## config.mk

```make
export PLATFORM = sky130hd
export DESIGN_NAME = ultrasonic_echo_ranger
export DESIGN_NICKNAME = d
export VERILOG_FILES = /design/src/rtl/uer_pkg.sv /design/src/rtl/uer_core.sv /design/src/rtl/ultrasonic_echo_ranger.sv
export SDC_FILE = /design/constraint.sdc
export NUM_CORES = 1
export LEC_CHECK = 0
export ABC_AREA = 0
export BUFFER_PORTS_ARGS = -buffer_cell sky130_fd_sc_hd__buf_2
export CORE_MARGIN = 3
export CORE_UTILIZATION = 40
export DETAILED_ROUTE_END_ITERATION = 10
export PLACE_DENSITY = 0.54
export SLEW_MARGIN = 20
export SYNTH_ARGS = -nofsm -noshare
export SYNTH_HDL_FRONTEND = slang
export SYNTH_SLANG_ARGS = --single-unit
```

## constraint.sdc

```tcl
create_clock -name aclk -period 15.5 [get_ports aclk]
set_input_delay 1.55 -clock aclk [delete_from_list [all_inputs] [get_ports aclk]]
set_output_delay 1.55 -clock aclk [all_outputs]
set_load 0.005 [all_outputs]
```

## src/rtl/uer_pkg.sv

```systemverilog
// ----------------------------------------------------------------------------
// uer_pkg: shared definitions for the ultrasonic echo ranger
// Widths, timing constants, status codes, register indexes and the result
// bundle passed from the ranging core to the output stage.
// ----------------------------------------------------------------------------
`default_nettype none

package uer_pkg;

    localparam int unsigned COUNT_W    = 17;
    localparam int unsigned TIMEOUT_W  = 16;
    localparam int unsigned DIST_W     = 11;
    localparam int unsigned CFG_IDX_W  = 2;
    localparam int unsigned CFG_DATA_W = 16;

    localparam int unsigned PRE_LOW_TICKS      = 2;
    localparam int unsigned TRIGGER_HIGH_TICKS = 15;

    // Centimetre conversion: x / 58 == (x >> 1) / 29, and the divide by 29
    // is a multiply by a rounded-up reciprocal. The error of the reciprocal
    // is small enough to stay exact for any 16-bit operand.
    localparam int unsigned CM_DIVISOR  = 58;
    localparam int unsigned CM_HALF     = CM_DIVISOR / 2;
    localparam int unsigned RECIP_SHIFT = 20;
    localparam int unsigned CM_RECIP    = ((1 << RECIP_SHIFT) + CM_HALF - 1) / CM_HALF;
    localparam int unsigned QUOT_W      = 12;

    localparam logic [TIMEOUT_W-1:0] TIMEOUT_RESET  = 16'd30000;
    localparam logic [DIST_W-1:0]    MAX_DIST_RESET = 11'd400;

    localparam logic [CFG_IDX_W-1:0] REG_TIMEOUT  = 2'd0;
    localparam logic [CFG_IDX_W-1:0] REG_MAX_DIST = 2'd1;

    typedef enum logic [2:0] {
        ST_NONE    = 3'd0,
        ST_VALID   = 3'd1,
        ST_NORISE  = 3'd2,
        ST_TOOLONG = 3'd3,
        ST_RANGE   = 3'd4
    } status_t;

    typedef struct packed {
        logic              trigger_level;
        logic              busy;
        logic              done;
        status_t           status;
        logic [DIST_W-1:0] distance_cm;
    } res_t;

endpackage

`default_nettype wire

```

## src/rtl/uer_core.sv

```systemverilog
// ----------------------------------------------------------------------------
// uer_core: ranging sequencer
// Holds the measurement phase and tick counter, advances them by one tick per
// enabled cycle and forms the result for that tick.
// ----------------------------------------------------------------------------
`default_nettype none

module uer_core (
    input  wire                                aclk,
    input  wire                                aresetn,
    input  wire                                tick_en,
    input  wire                                action,
    input  wire                                echo_level,
    input  wire  [uer_pkg::TIMEOUT_W-1:0]      timeout_us,
    input  wire  [uer_pkg::DIST_W-1:0]         max_distance_cm,
    output uer_pkg::res_t                      res
);

    typedef enum logic [2:0] {
        PH_IDLE   = 3'd0,
        PH_PRELOW = 3'd1,
        PH_TRIGHI = 3'd2,
        PH_WAIT   = 3'd3,
        PH_MEAS   = 3'd4
    } phase_t;

    phase_t                       phase_reg, phase_next, phase_eff;
    logic [uer_pkg::COUNT_W-1:0]  count_reg, count_next, count_eff, count_inc;
    logic [uer_pkg::COUNT_W-1:0]  timeout_ext;
    logic [31:0]                  cm_prod;
    logic [uer_pkg::QUOT_W-1:0]   cm_quot;
    logic                         start;

    assign timeout_ext = {1'b0, timeout_us};
    assign start       = (phase_reg == PH_IDLE) && action;
    assign phase_eff   = start ? PH_PRELOW : phase_reg;
    assign count_eff   = start ? '0 : count_reg;
    assign count_inc   = count_eff + uer_pkg::COUNT_W'(1);

    // Width in ticks to centimetres; the count never reaches 2^17 so the
    // halved operand fits 16 bits.
    assign cm_prod = count_reg[uer_pkg::COUNT_W-1:1] * 16'(uer_pkg::CM_RECIP);
    assign cm_quot = cm_prod[uer_pkg::RECIP_SHIFT +: uer_pkg::QUOT_W];

    always_comb begin
        phase_next      = phase_eff;
        count_next      = count_eff;
        res             = '0;
        res.status      = uer_pkg::ST_NONE;
        unique case (phase_eff)
            PH_IDLE: begin
            end
            PH_PRELOW: begin
                count_next = count_inc;
                if (count_inc >= uer_pkg::COUNT_W'(uer_pkg::PRE_LOW_TICKS)) begin
                    phase_next = PH_TRIGHI;
                    count_next = '0;
                end
            end
            PH_TRIGHI: begin
                res.trigger_level = 1'b1;
                count_next        = count_inc;
                if (count_inc >= uer_pkg::COUNT_W'(uer_pkg::TRIGGER_HIGH_TICKS)) begin
                    phase_next = PH_WAIT;
                    count_next = '0;
                end
            end
            PH_WAIT: begin
                if (echo_level) begin
                    phase_next = PH_MEAS;
                    count_next = uer_pkg::COUNT_W'(1);
                    if (timeout_us == '0) begin
                        res.done   = 1'b1;
                        res.status = uer_pkg::ST_TOOLONG;
                    end
                end else begin
                    count_next = count_inc;
                    if (count_inc > timeout_ext) begin
                        res.done   = 1'b1;
                        res.status = uer_pkg::ST_NORISE;
                    end
                end
            end
            PH_MEAS: begin
                if (echo_level) begin
                    count_next = count_inc;
                    if (count_inc > timeout_ext) begin
                        res.done   = 1'b1;
                        res.status = uer_pkg::ST_TOOLONG;
                    end
                end else begin
                    res.done = 1'b1;
                    if (cm_quot > {1'b0, max_distance_cm}) begin
                        res.status = uer_pkg::ST_RANGE;
                    end else begin
                        res.status      = uer_pkg::ST_VALID;
                        res.distance_cm = cm_quot[uer_pkg::DIST_W-1:0];
                    end
                end
            end
            default: begin
                phase_next = PH_IDLE;
            end
        endcase
        if (res.done) begin
            phase_next = PH_IDLE;
            count_next = '0;
        end
        res.busy = (phase_next != PH_IDLE);
    end

    always_ff @(posedge aclk) begin
        if (!aresetn) begin
            phase_reg <= PH_IDLE;
            count_reg <= '0;
        end else if (tick_en) begin
            phase_reg <= phase_next;
            count_reg <= count_next;
        end
    end

endmodule

`default_nettype wire

```

## src/rtl/ultrasonic_echo_ranger.sv

```systemverilog
// ----------------------------------------------------------------------------
// ultrasonic_echo_ranger: trigger/echo ranging controller, one beat per tick
//
// Each input beat on s_ is one microsecond tick carrying a start request
// (s_action) and the sampled echo pin (s_echo_level). Each accepted beat
// yields exactly one result beat on m_ with the trigger pin level for that
// tick, the busy and done flags, a status code and the distance in cm.
// Input beats are captured in an input register; the sequencer and the
// reciprocal-multiply distance conversion sit between it and the result
// register, which captures each result beat as its input beat moves on.
// Throughput is one beat per cycle: a new beat is taken whenever the input
// register is empty or will move on in the same cycle, including while a
// result is still waiting to be taken.
// When m_ready is low the result register holds, the input register fills,
// and s_ready drops until the receiver takes the waiting result.
// Configuration writes (cfg_index 0: timeout_us, 1: max_distance_cm; other
// indexes are ignored) are always accepted and should only be issued while
// no measurement beat is in flight.
// Synchronous active-low reset empties both registers, returns the sequencer
// to idle and loads timeout_us = 30000 and max_distance_cm = 400.
// ----------------------------------------------------------------------------
`default_nettype none

module ultrasonic_echo_ranger (
    input  wire                              aclk,
    input  wire                              aresetn,
    // input tick channel
    input  wire                              s_valid,
    output logic                             s_ready,
    input  wire                              s_action,
    input  wire                              s_echo_level,
    // result channel
    output logic                             m_valid,
    input  wire                              m_ready,
    output logic                             m_trigger_level,
    output logic                             m_busy_res,
    output logic                             m_done_res,
    output logic [2:0]                       m_status,
    output logic [uer_pkg::DIST_W-1:0]       m_distance_cm,
    // configuration write channel
    input  wire                              cfg_valid,
    output logic                             cfg_ready,
    input  wire  [uer_pkg::CFG_IDX_W-1:0]    cfg_index,
    input  wire  [uer_pkg::CFG_DATA_W-1:0]   cfg_data
);

    logic                          in_valid_reg;
    logic                          in_action_reg;
    logic                          in_echo_reg;
    logic                          out_valid_reg;
    uer_pkg::res_t                 res_reg;
    uer_pkg::res_t                 core_res;
    logic [uer_pkg::TIMEOUT_W-1:0] timeout_reg;
    logic [uer_pkg::DIST_W-1:0]    max_dist_reg;
    logic                          out_free;
    logic                          advance;

    // The result register can take a new value when it is empty or its
    // current beat is leaving; the input register then moves on.
    assign out_free  = !out_valid_reg || m_ready;
    assign advance   = in_valid_reg && out_free;
    assign s_ready   = !in_valid_reg || out_free;
    assign cfg_ready = 1'b1;

    uer_core u_core (
        .aclk            (aclk),
        .aresetn         (aresetn),
        .tick_en         (advance),
        .action          (in_action_reg),
        .echo_level      (in_echo_reg),
        .timeout_us      (timeout_reg),
        .max_distance_cm (max_dist_reg),
        .res             (core_res)
    );

    // Control state: stage occupancy.
    always_ff @(posedge aclk) begin
        if (!aresetn) begin
            in_valid_reg  <= 1'b0;
            out_valid_reg <= 1'b0;
        end else begin
            if (s_ready) begin
                in_valid_reg <= s_valid;
            end
            if (out_free) begin
                out_valid_reg <= in_valid_reg;
            end
        end
    end

    // Payload registers need no reset.
    always_ff @(posedge aclk) begin
        if (s_valid && s_ready) begin
            in_action_reg <= s_action;
            in_echo_reg   <= s_echo_level;
        end
        if (advance) begin
            res_reg <= core_res;
        end
    end

    // Configuration registers; writes to unknown indexes are dropped.
    always_ff @(posedge aclk) begin
        if (!aresetn) begin
            timeout_reg  <= uer_pkg::TIMEOUT_RESET;
            max_dist_reg <= uer_pkg::MAX_DIST_RESET;
        end else if (cfg_valid) begin
            unique case (cfg_index)
                uer_pkg::REG_TIMEOUT: begin
                    timeout_reg <= cfg_data[uer_pkg::TIMEOUT_W-1:0];
                end
                uer_pkg::REG_MAX_DIST: begin
                    max_dist_reg <= cfg_data[uer_pkg::DIST_W-1:0];
                end
                default: begin
                end
            endcase
        end
    end

    assign m_valid         = out_valid_reg;
    assign m_trigger_level = res_reg.trigger_level;
    assign m_busy_res      = res_reg.busy;
    assign m_done_res      = res_reg.done;
    assign m_status        = res_reg.status;
    assign m_distance_cm   = res_reg.distance_cm;

endmodule

`default_nettype wire

```

==> impl_metrics.env, run 1 <==
export IMPL_cts_tree="built"
export IMPL_synth_top_family_by_area="adder cells"
export IMPL_post_route_cells_drive_above_1_share=0.0922
export IMPL_cp_num_buf_inv=4
export IMPL_areaGrowthSynthToFinish_pct=8.54
export IMPL_status="completed"
export IMPL_synth_common_cells="inv_1 (173), ha_1 (154), nand2_1 (93), fa_1 (80), dfxtp_1 (49)"
export IMPL_r2r_end="m_status[0]$_DFFE_PP_"
export IMPL_dieArea_um2=23800
export IMPL_slew_viol_final=0
export IMPL_synth_compound_area_frac=0.148
export IMPL_arrival_ns=8.79
export IMPL_root_buffer="clkbuf_16"
export IMPL_start_util=0.412
export IMPL_period_needed_ns=8.60
export IMPL_cap_violations=0
export IMPL_die_w_um=154
export IMPL_r2r_slack_ns=6.90
export IMPL_numCtsBuffers=9
export IMPL_grt_pass1_vias=6853
export IMPL_die_height_um=154
export IMPL_clk_pin_slew_ns=0.06
export IMPL_ys_warn_count=0
export IMPL_grt_util_all_layers=0.188
export IMPL_ys_ff_latch=68
export IMPL_slowest_delay_ns=0.92
export IMPL_powerDensity_nw_per_um2=60.2
export IMPL_grt_start_max_net_pins=36
export IMPL_core_area_um2=21400
export IMPL_holdBufCountCts=0
export IMPL_ff_latch_area_um2=1550
export IMPL_route_detailed_drc=0
export IMPL_viasPerCell=5.20
export IMPL_ir_drop_mv=0.0492
export IMPL_synth_edf_count=19
export IMPL_synth_cell_types=81
export IMPL_synthTopCellsByArea="ha_1 (22%), fa_1 (18%), dfxtp_1 (11%)"
export IMPL_start_kind="flop"
export IMPL_leakage_nw=5.02
export IMPL_crit_family="adder cells"
export IMPL_endpoint_kind="flop"
export IMPL_synthSimpleGateAreaFrac=0.141
export IMPL_finalCritPeriodShare=0.555
export IMPL_holdCritPathClass="flop to flop"
export IMPL_post_cts_setup_buffers=0
export IMPL_overflow=0
export IMPL_synthMuxAreaShare=0.00455
export IMPL_multiInputGateArea_um2=6440
export IMPL_synthAdderAreaFrac=0.401
export IMPL_htreeDepth=3
export IMPL_synth_area_um2=8800
export IMPL_fill_cells=2159
export IMPL_whs_path_depth=2
export IMPL_fin_tns_setup_ns=0
export IMPL_r2r_start="u_core.count_reg[6]$_SDFFE_PN0P_"
export IMPL_hold_viol=0
export IMPL_synth_fp_nets=1222
export IMPL_insertion_delay_ns=0.35
export IMPL_drtIter0Drc=339
export IMPL_dpl_hpwl_um=17700
export IMPL_synthXorXnorAreaFrac=0.0358
export IMPL_layout_nets=1252
export IMPL_finalSetupViolations=0
export IMPL_cp_max_fo=19
export IMPL_hold_start="max_dist_reg[6]$_SDFFE_PN0P_"
export IMPL_place_congestion=0.844
export IMPL_slowest_stage="dfxtp_1"
export IMPL_reg2reg_depth=27
export IMPL_cp_num_cells=27
export IMPL_routedWlPerCell_um=17.0
export IMPL_ys_seq_area_frac=0.176
export IMPL_worst_pin_slew_ns=0.918
export IMPL_drtAntennaViolNets=0
export IMPL_antenna_found_initial=0
export IMPL_largest_reg_flops=17
export IMPL_synth_top_area_frac=0.219
export IMPL_synth_most_common_cell="inv_1"
export IMPL_grt_pass1_wl_um=36000
export IMPL_vias=6622
export IMPL_skew_ns=0.0115
export IMPL_cts_repair_resized=0
export IMPL_synthCells=963
export IMPL_holdWs_ns=0.466
export IMPL_ys_flop_type="dfxtp_1"
export IMPL_async_flop_share=0
export IMPL_cp_required_ns=15.69
export IMPL_cts_sinks=68
export IMPL_antenna_cells=0
export IMPL_firstDrtPassIters=5
export IMPL_rsz0062_at_grt="false"
export IMPL_rows=53
export IMPL_portBuffers=43
export IMPL_ios=45
export IMPL_max_freq_ghz=0.116
export IMPL_synth_top_area_cell="ha_1"
export IMPL_cts_buffer_depth=2
export IMPL_wl_um=21600
export IMPL_slew_headroom=0.387
export IMPL_crit_type="flop to flop"
export IMPL_postSynthAreaPerCell_um2=9.14
export IMPL_min_to="max_dist_reg[6]$_SDFFE_PN0P_"
## kinds of logic (layout without fill, tap and decap cells)
logic type | Yosys count | in the layout
simple gates | 237 | 237
fa+ha+maj | 234 | 234
buf+inv | 204 | 239
compound gates | 179 | 179
flops | 68 | 68
xor+xnor | 36 | 36
mux | 4 | 4
other cells | 1 | 1
## cell type report
| type | count | share of cell area |
|---|---|---|
| inverter | 173 | 0.0680 |
| tap | 275 | 0.0360 |
| multi-input combinational | 691 | 0.674 |
| clock buffer | 11 | 0.0276 |
| sequential | 68 | 0.162 |
| timing repair buffer | 50 | 0.0280 |
| clock inverter | 5 | 0.00419 |
## worst min-delay path: cells and delay by family (launching register included)
kind             cells  cell delay [ns]
flip-flops           1             0.31
AO/OA/AOI/OAI        1             0.06
AND/OR/NAND/NOR      1             0.05
## worst max path at each step
| stage | from | end | slack (ns) |
|---|---|---|---|
| finish | u_core.count_reg[6]$_SDFFE_PN0P_ | m_status[0]$_DFFE_PP_ | 6.90 |
| floorplan | u_core.count_reg[14]$_SDFFE_PN0P_ | m_distance_cm[3]$_SDFFCE_PP0P_ | 8.33 |
| global route | u_core.count_reg[6]$_SDFFE_PN0P_ | m_distance_cm[10]$_SDFFCE_PP0P_ | 6.46 |
| global placement | u_core.count_reg[9]$_SDFFE_PN0P_ | m_status[0]$_DFFE_PP_ | 6.91 |
| detailed placement | u_core.count_reg[6]$_SDFFE_PN0P_ | m_status[0]$_DFFE_PP_ | 6.97 |
| CTS | u_core.count_reg[6]$_SDFFE_PN0P_ | m_status[0]$_DFFE_PP_ | 6.91 |
## power breakdown
group	internal [W]	switching [W]
Sequential	0.000191	0.0000130
Clock	0.000124	0.0000837
Combinational	0.0000657	0.0000980
Total	0.000381	0.000195
## routing by layer
layer,vias to the layer above,global-route usage,share of wire,wire length (um)
met1,3180,0.265,0.48,10400
li1,3324,-,-,-
met2,100,0.303,0.47,10200
met3,18,0.0285,0.034,728
met4,0,0.0488,0.018,380
met5,-,0,0,0
## cells in the final DEF (no fill, tap or decap), types with 9 or more instances in the layout
cell type  synthesis  layout
nand3_1           19      19
xor2_1            20      20
dfxtp_1           49      49
xnor2_1           16      16
clkbuf_16          0      10
inv_1            173     173
fa_1              80      80
nand2_1           93      93
buf_2              7      43
o211ai_1          16      16
and2_1            13      13
nor2_1            35      35
and3_1            12      12
nor2b_1            9       9
a21oi_1           33      33
ha_1             154     154
a21boi_0          19      19
edfxtp_1          19      19
a21o_1            11      11
o21ai_0           25      25
## through the flow
step                       util  worst slack (ns)  cell area, um2  instances  power, W
after floorplan               -              8.33            8800        963  0.000330
after global placement    0.433              6.91            9250       1257  0.000371
after detailed placement  0.433              6.97            9250       1257  0.000372
after CTS                 0.447              6.91            9560       1273  0.000583
after global routing      0.447              6.46            9560       1273  0.000616
final                     0.447              6.90            9560       1273  0.000576
(Power assumes the default switching activity.)
==> run 2, diff against run 1 <==
==> constraint.sdc (replaced) <==
create_clock -name aclk -period 8.08 [get_ports aclk]
set_input_delay 0.808 -clock aclk [delete_from_list [all_inputs] [get_ports aclk]]
set_output_delay 0.808 -clock aclk [all_outputs]
set_load 0.005 [all_outputs]
==> impl_metrics.env, run 2 (synthesis results as in run 1) <==
export IMPL_grt_pass1_wl_um=35800
export IMPL_top_layer="met4"
export IMPL_cts_tree="built"
export IMPL_grt_pass1_vias=6806
export IMPL_max_freq_ghz=0.132
export IMPL_arrival_ns=7.79
export IMPL_cap_violations=0
export IMPL_portBuffers=43
export IMPL_skew_ns=0.0103
export IMPL_htreeDepth=3
export IMPL_period_needed_ns=7.60
export IMPL_ios=45
export IMPL_overflow=0
export IMPL_core_area_um2=21400
export IMPL_areaGrowthSynthToFinish_pct=9.82
export IMPL_met2_length_um=9980
export IMPL_post_cts_setup_buffers=0
export IMPL_drtAntennaViolNets=0
export IMPL_worst_pin_slew_ns=0.825
export IMPL_post_route_cells_drive_above_1_share=0.110
export IMPL_root_buffer="clkbuf_16"
export IMPL_antenna_cells=0
export IMPL_slew_headroom=0.443
export IMPL_rows=53
export IMPL_viasPerCell=5.19
export IMPL_finalCritPeriodShare=0.940
export IMPL_slowest_stage="fa_1"
export IMPL_fill_cells=2131
export IMPL_powerDensity_nw_per_um2=116
export IMPL_drtIter0Drc=359
export IMPL_cp_max_fo=8
export IMPL_start_util=0.412
export IMPL_clk_pin_slew_ns=0.06
export IMPL_holdCritPathClass="flop to flop"
export IMPL_dieArea_um2=23800
export IMPL_numCtsBuffers=9
export IMPL_wl_met1_um=10700
export IMPL_rsz0062_at_grt="false"
export IMPL_cp_required_ns=8.28
export IMPL_route_met3_wl_um=512
export IMPL_place_congestion=0.809
export IMPL_holdBufCountCts=0
export IMPL_route_detailed_drc=0
export IMPL_die_height_um=154
export IMPL_endpoint_kind="flop"
export IMPL_firstDrtPassIters=5
export IMPL_grt_util_all_layers=0.187
export IMPL_slowest_delay_ns=0.56
export IMPL_ir_drop_mv=0.0887
export IMPL_crit_type="flop to flop"
export IMPL_status="completed"
export IMPL_finalSetupViolations=0
export IMPL_hold_viol=0
export IMPL_cts_buffer_depth=2
export IMPL_largest_reg_flops=17
export IMPL_fin_tns_setup_ns=0
export IMPL_final_common_cell="inv_1"
export IMPL_die_w_um=154
export IMPL_routedWlPerCell_um=16.8
export IMPL_dpl_hpwl_um=17900
export IMPL_wl_um=21600
export IMPL_insertion_delay_ns=0.35
export IMPL_cts_sinks=68
export IMPL_leakage_nw=5.10
export IMPL_grt_start_max_net_pins=36
export IMPL_slew_viol_final=0
export IMPL_fin_util=0.453
export IMPL_start_kind="flop"
export IMPL_vias=6678
export IMPL_layout_nets=1266
export IMPL_path_common_cell="inv_1"
export IMPL_cts_repair_resized=0
export IMPL_final_cell_mix="inv_1 (173), ha_1 (154), nand2_1 (93), fa_1 (80), dfxtp_1 (44)"
export IMPL_antenna_found_initial=0
run 2: layer usage:
metal,up-vias,global-route usage
li1,3341,-
met1,3238,0.269
met2,77,0.299
met3,22,0.0185
met4,0,0.0513
met5,-,0
run 2: final cells by class:
| cell class | count | area [um2] | area share |
|---|---|---|---|
| Inverter | 173 | 649 | 0.0672 |
| Clock inverter | 7 | 80.1 | 0.00828 |
| Sequential cell | 68 | 1560 | 0.161 |
| Tap cell | 275 | 344 | 0.0356 |
| Timing Repair Buffer | 64 | 373 | 0.0386 |
| Clock buffer | 9 | 225 | 0.0233 |
| Multi-Input combinational cell | 691 | 6440 | 0.666 |
run 2: worst paths after layout:
path	start	endpoint	slack, ns	cells after the start
worst max-delay path	u_core.count_reg[10]$_SDFFE_PN0P_	m_distance_cm[10]$_SDFFCE_PP0P_	0.48	30
worst min-delay path	max_dist_reg[3]$_SDFFE_PN0P_	max_dist_reg[3]$_SDFFE_PN0P_	0.46	2
worst max register to register	u_core.count_reg[10]$_SDFFE_PN0P_	m_distance_cm[10]$_SDFFCE_PP0P_	0.48	30
worst min register to register	max_dist_reg[3]$_SDFFE_PN0P_	max_dist_reg[3]$_SDFFE_PN0P_	0.46	2
run 2: through the flow:
stage	instance area (um2)	setup WS, ns	instances	hold WS [ns]	power, W
CTS	9660	0.323	1287	0.470	0.00113
finish	9670	0.484	1287	0.465	0.00112
global route	9670	0.0211	1287	0.487	0.00120
global placement	9360	0.486	1271	0.454	0.000712
floorplan	8800	0.912	963	0.443	0.000634
detailed placement	9360	0.414	1271	0.461	0.000714
run 2: critical path, delay by kind of cell (launching register included):
kind | cells | cell delay (ns)
flip-flops | 1 | 0.45
multiplexers | 1 | 0.27
AND/OR/NAND/NOR | 2 | 0.39
buffers and inverters | 6 | 0.29
AO/OA/AOI/OAI | 12 | 2.47
adder cells (fa/ha/maj) | 8 | 3.39
XOR/XNOR | 1 | 0.19
run 2: power by group:
group          switching [W]  internal [W]  total (W)
registers          0.0000229      0.000366   0.000389
clock network       0.000173      0.000244   0.000417
logic               0.000189      0.000128   0.000316
total               0.000385      0.000738    0.00112
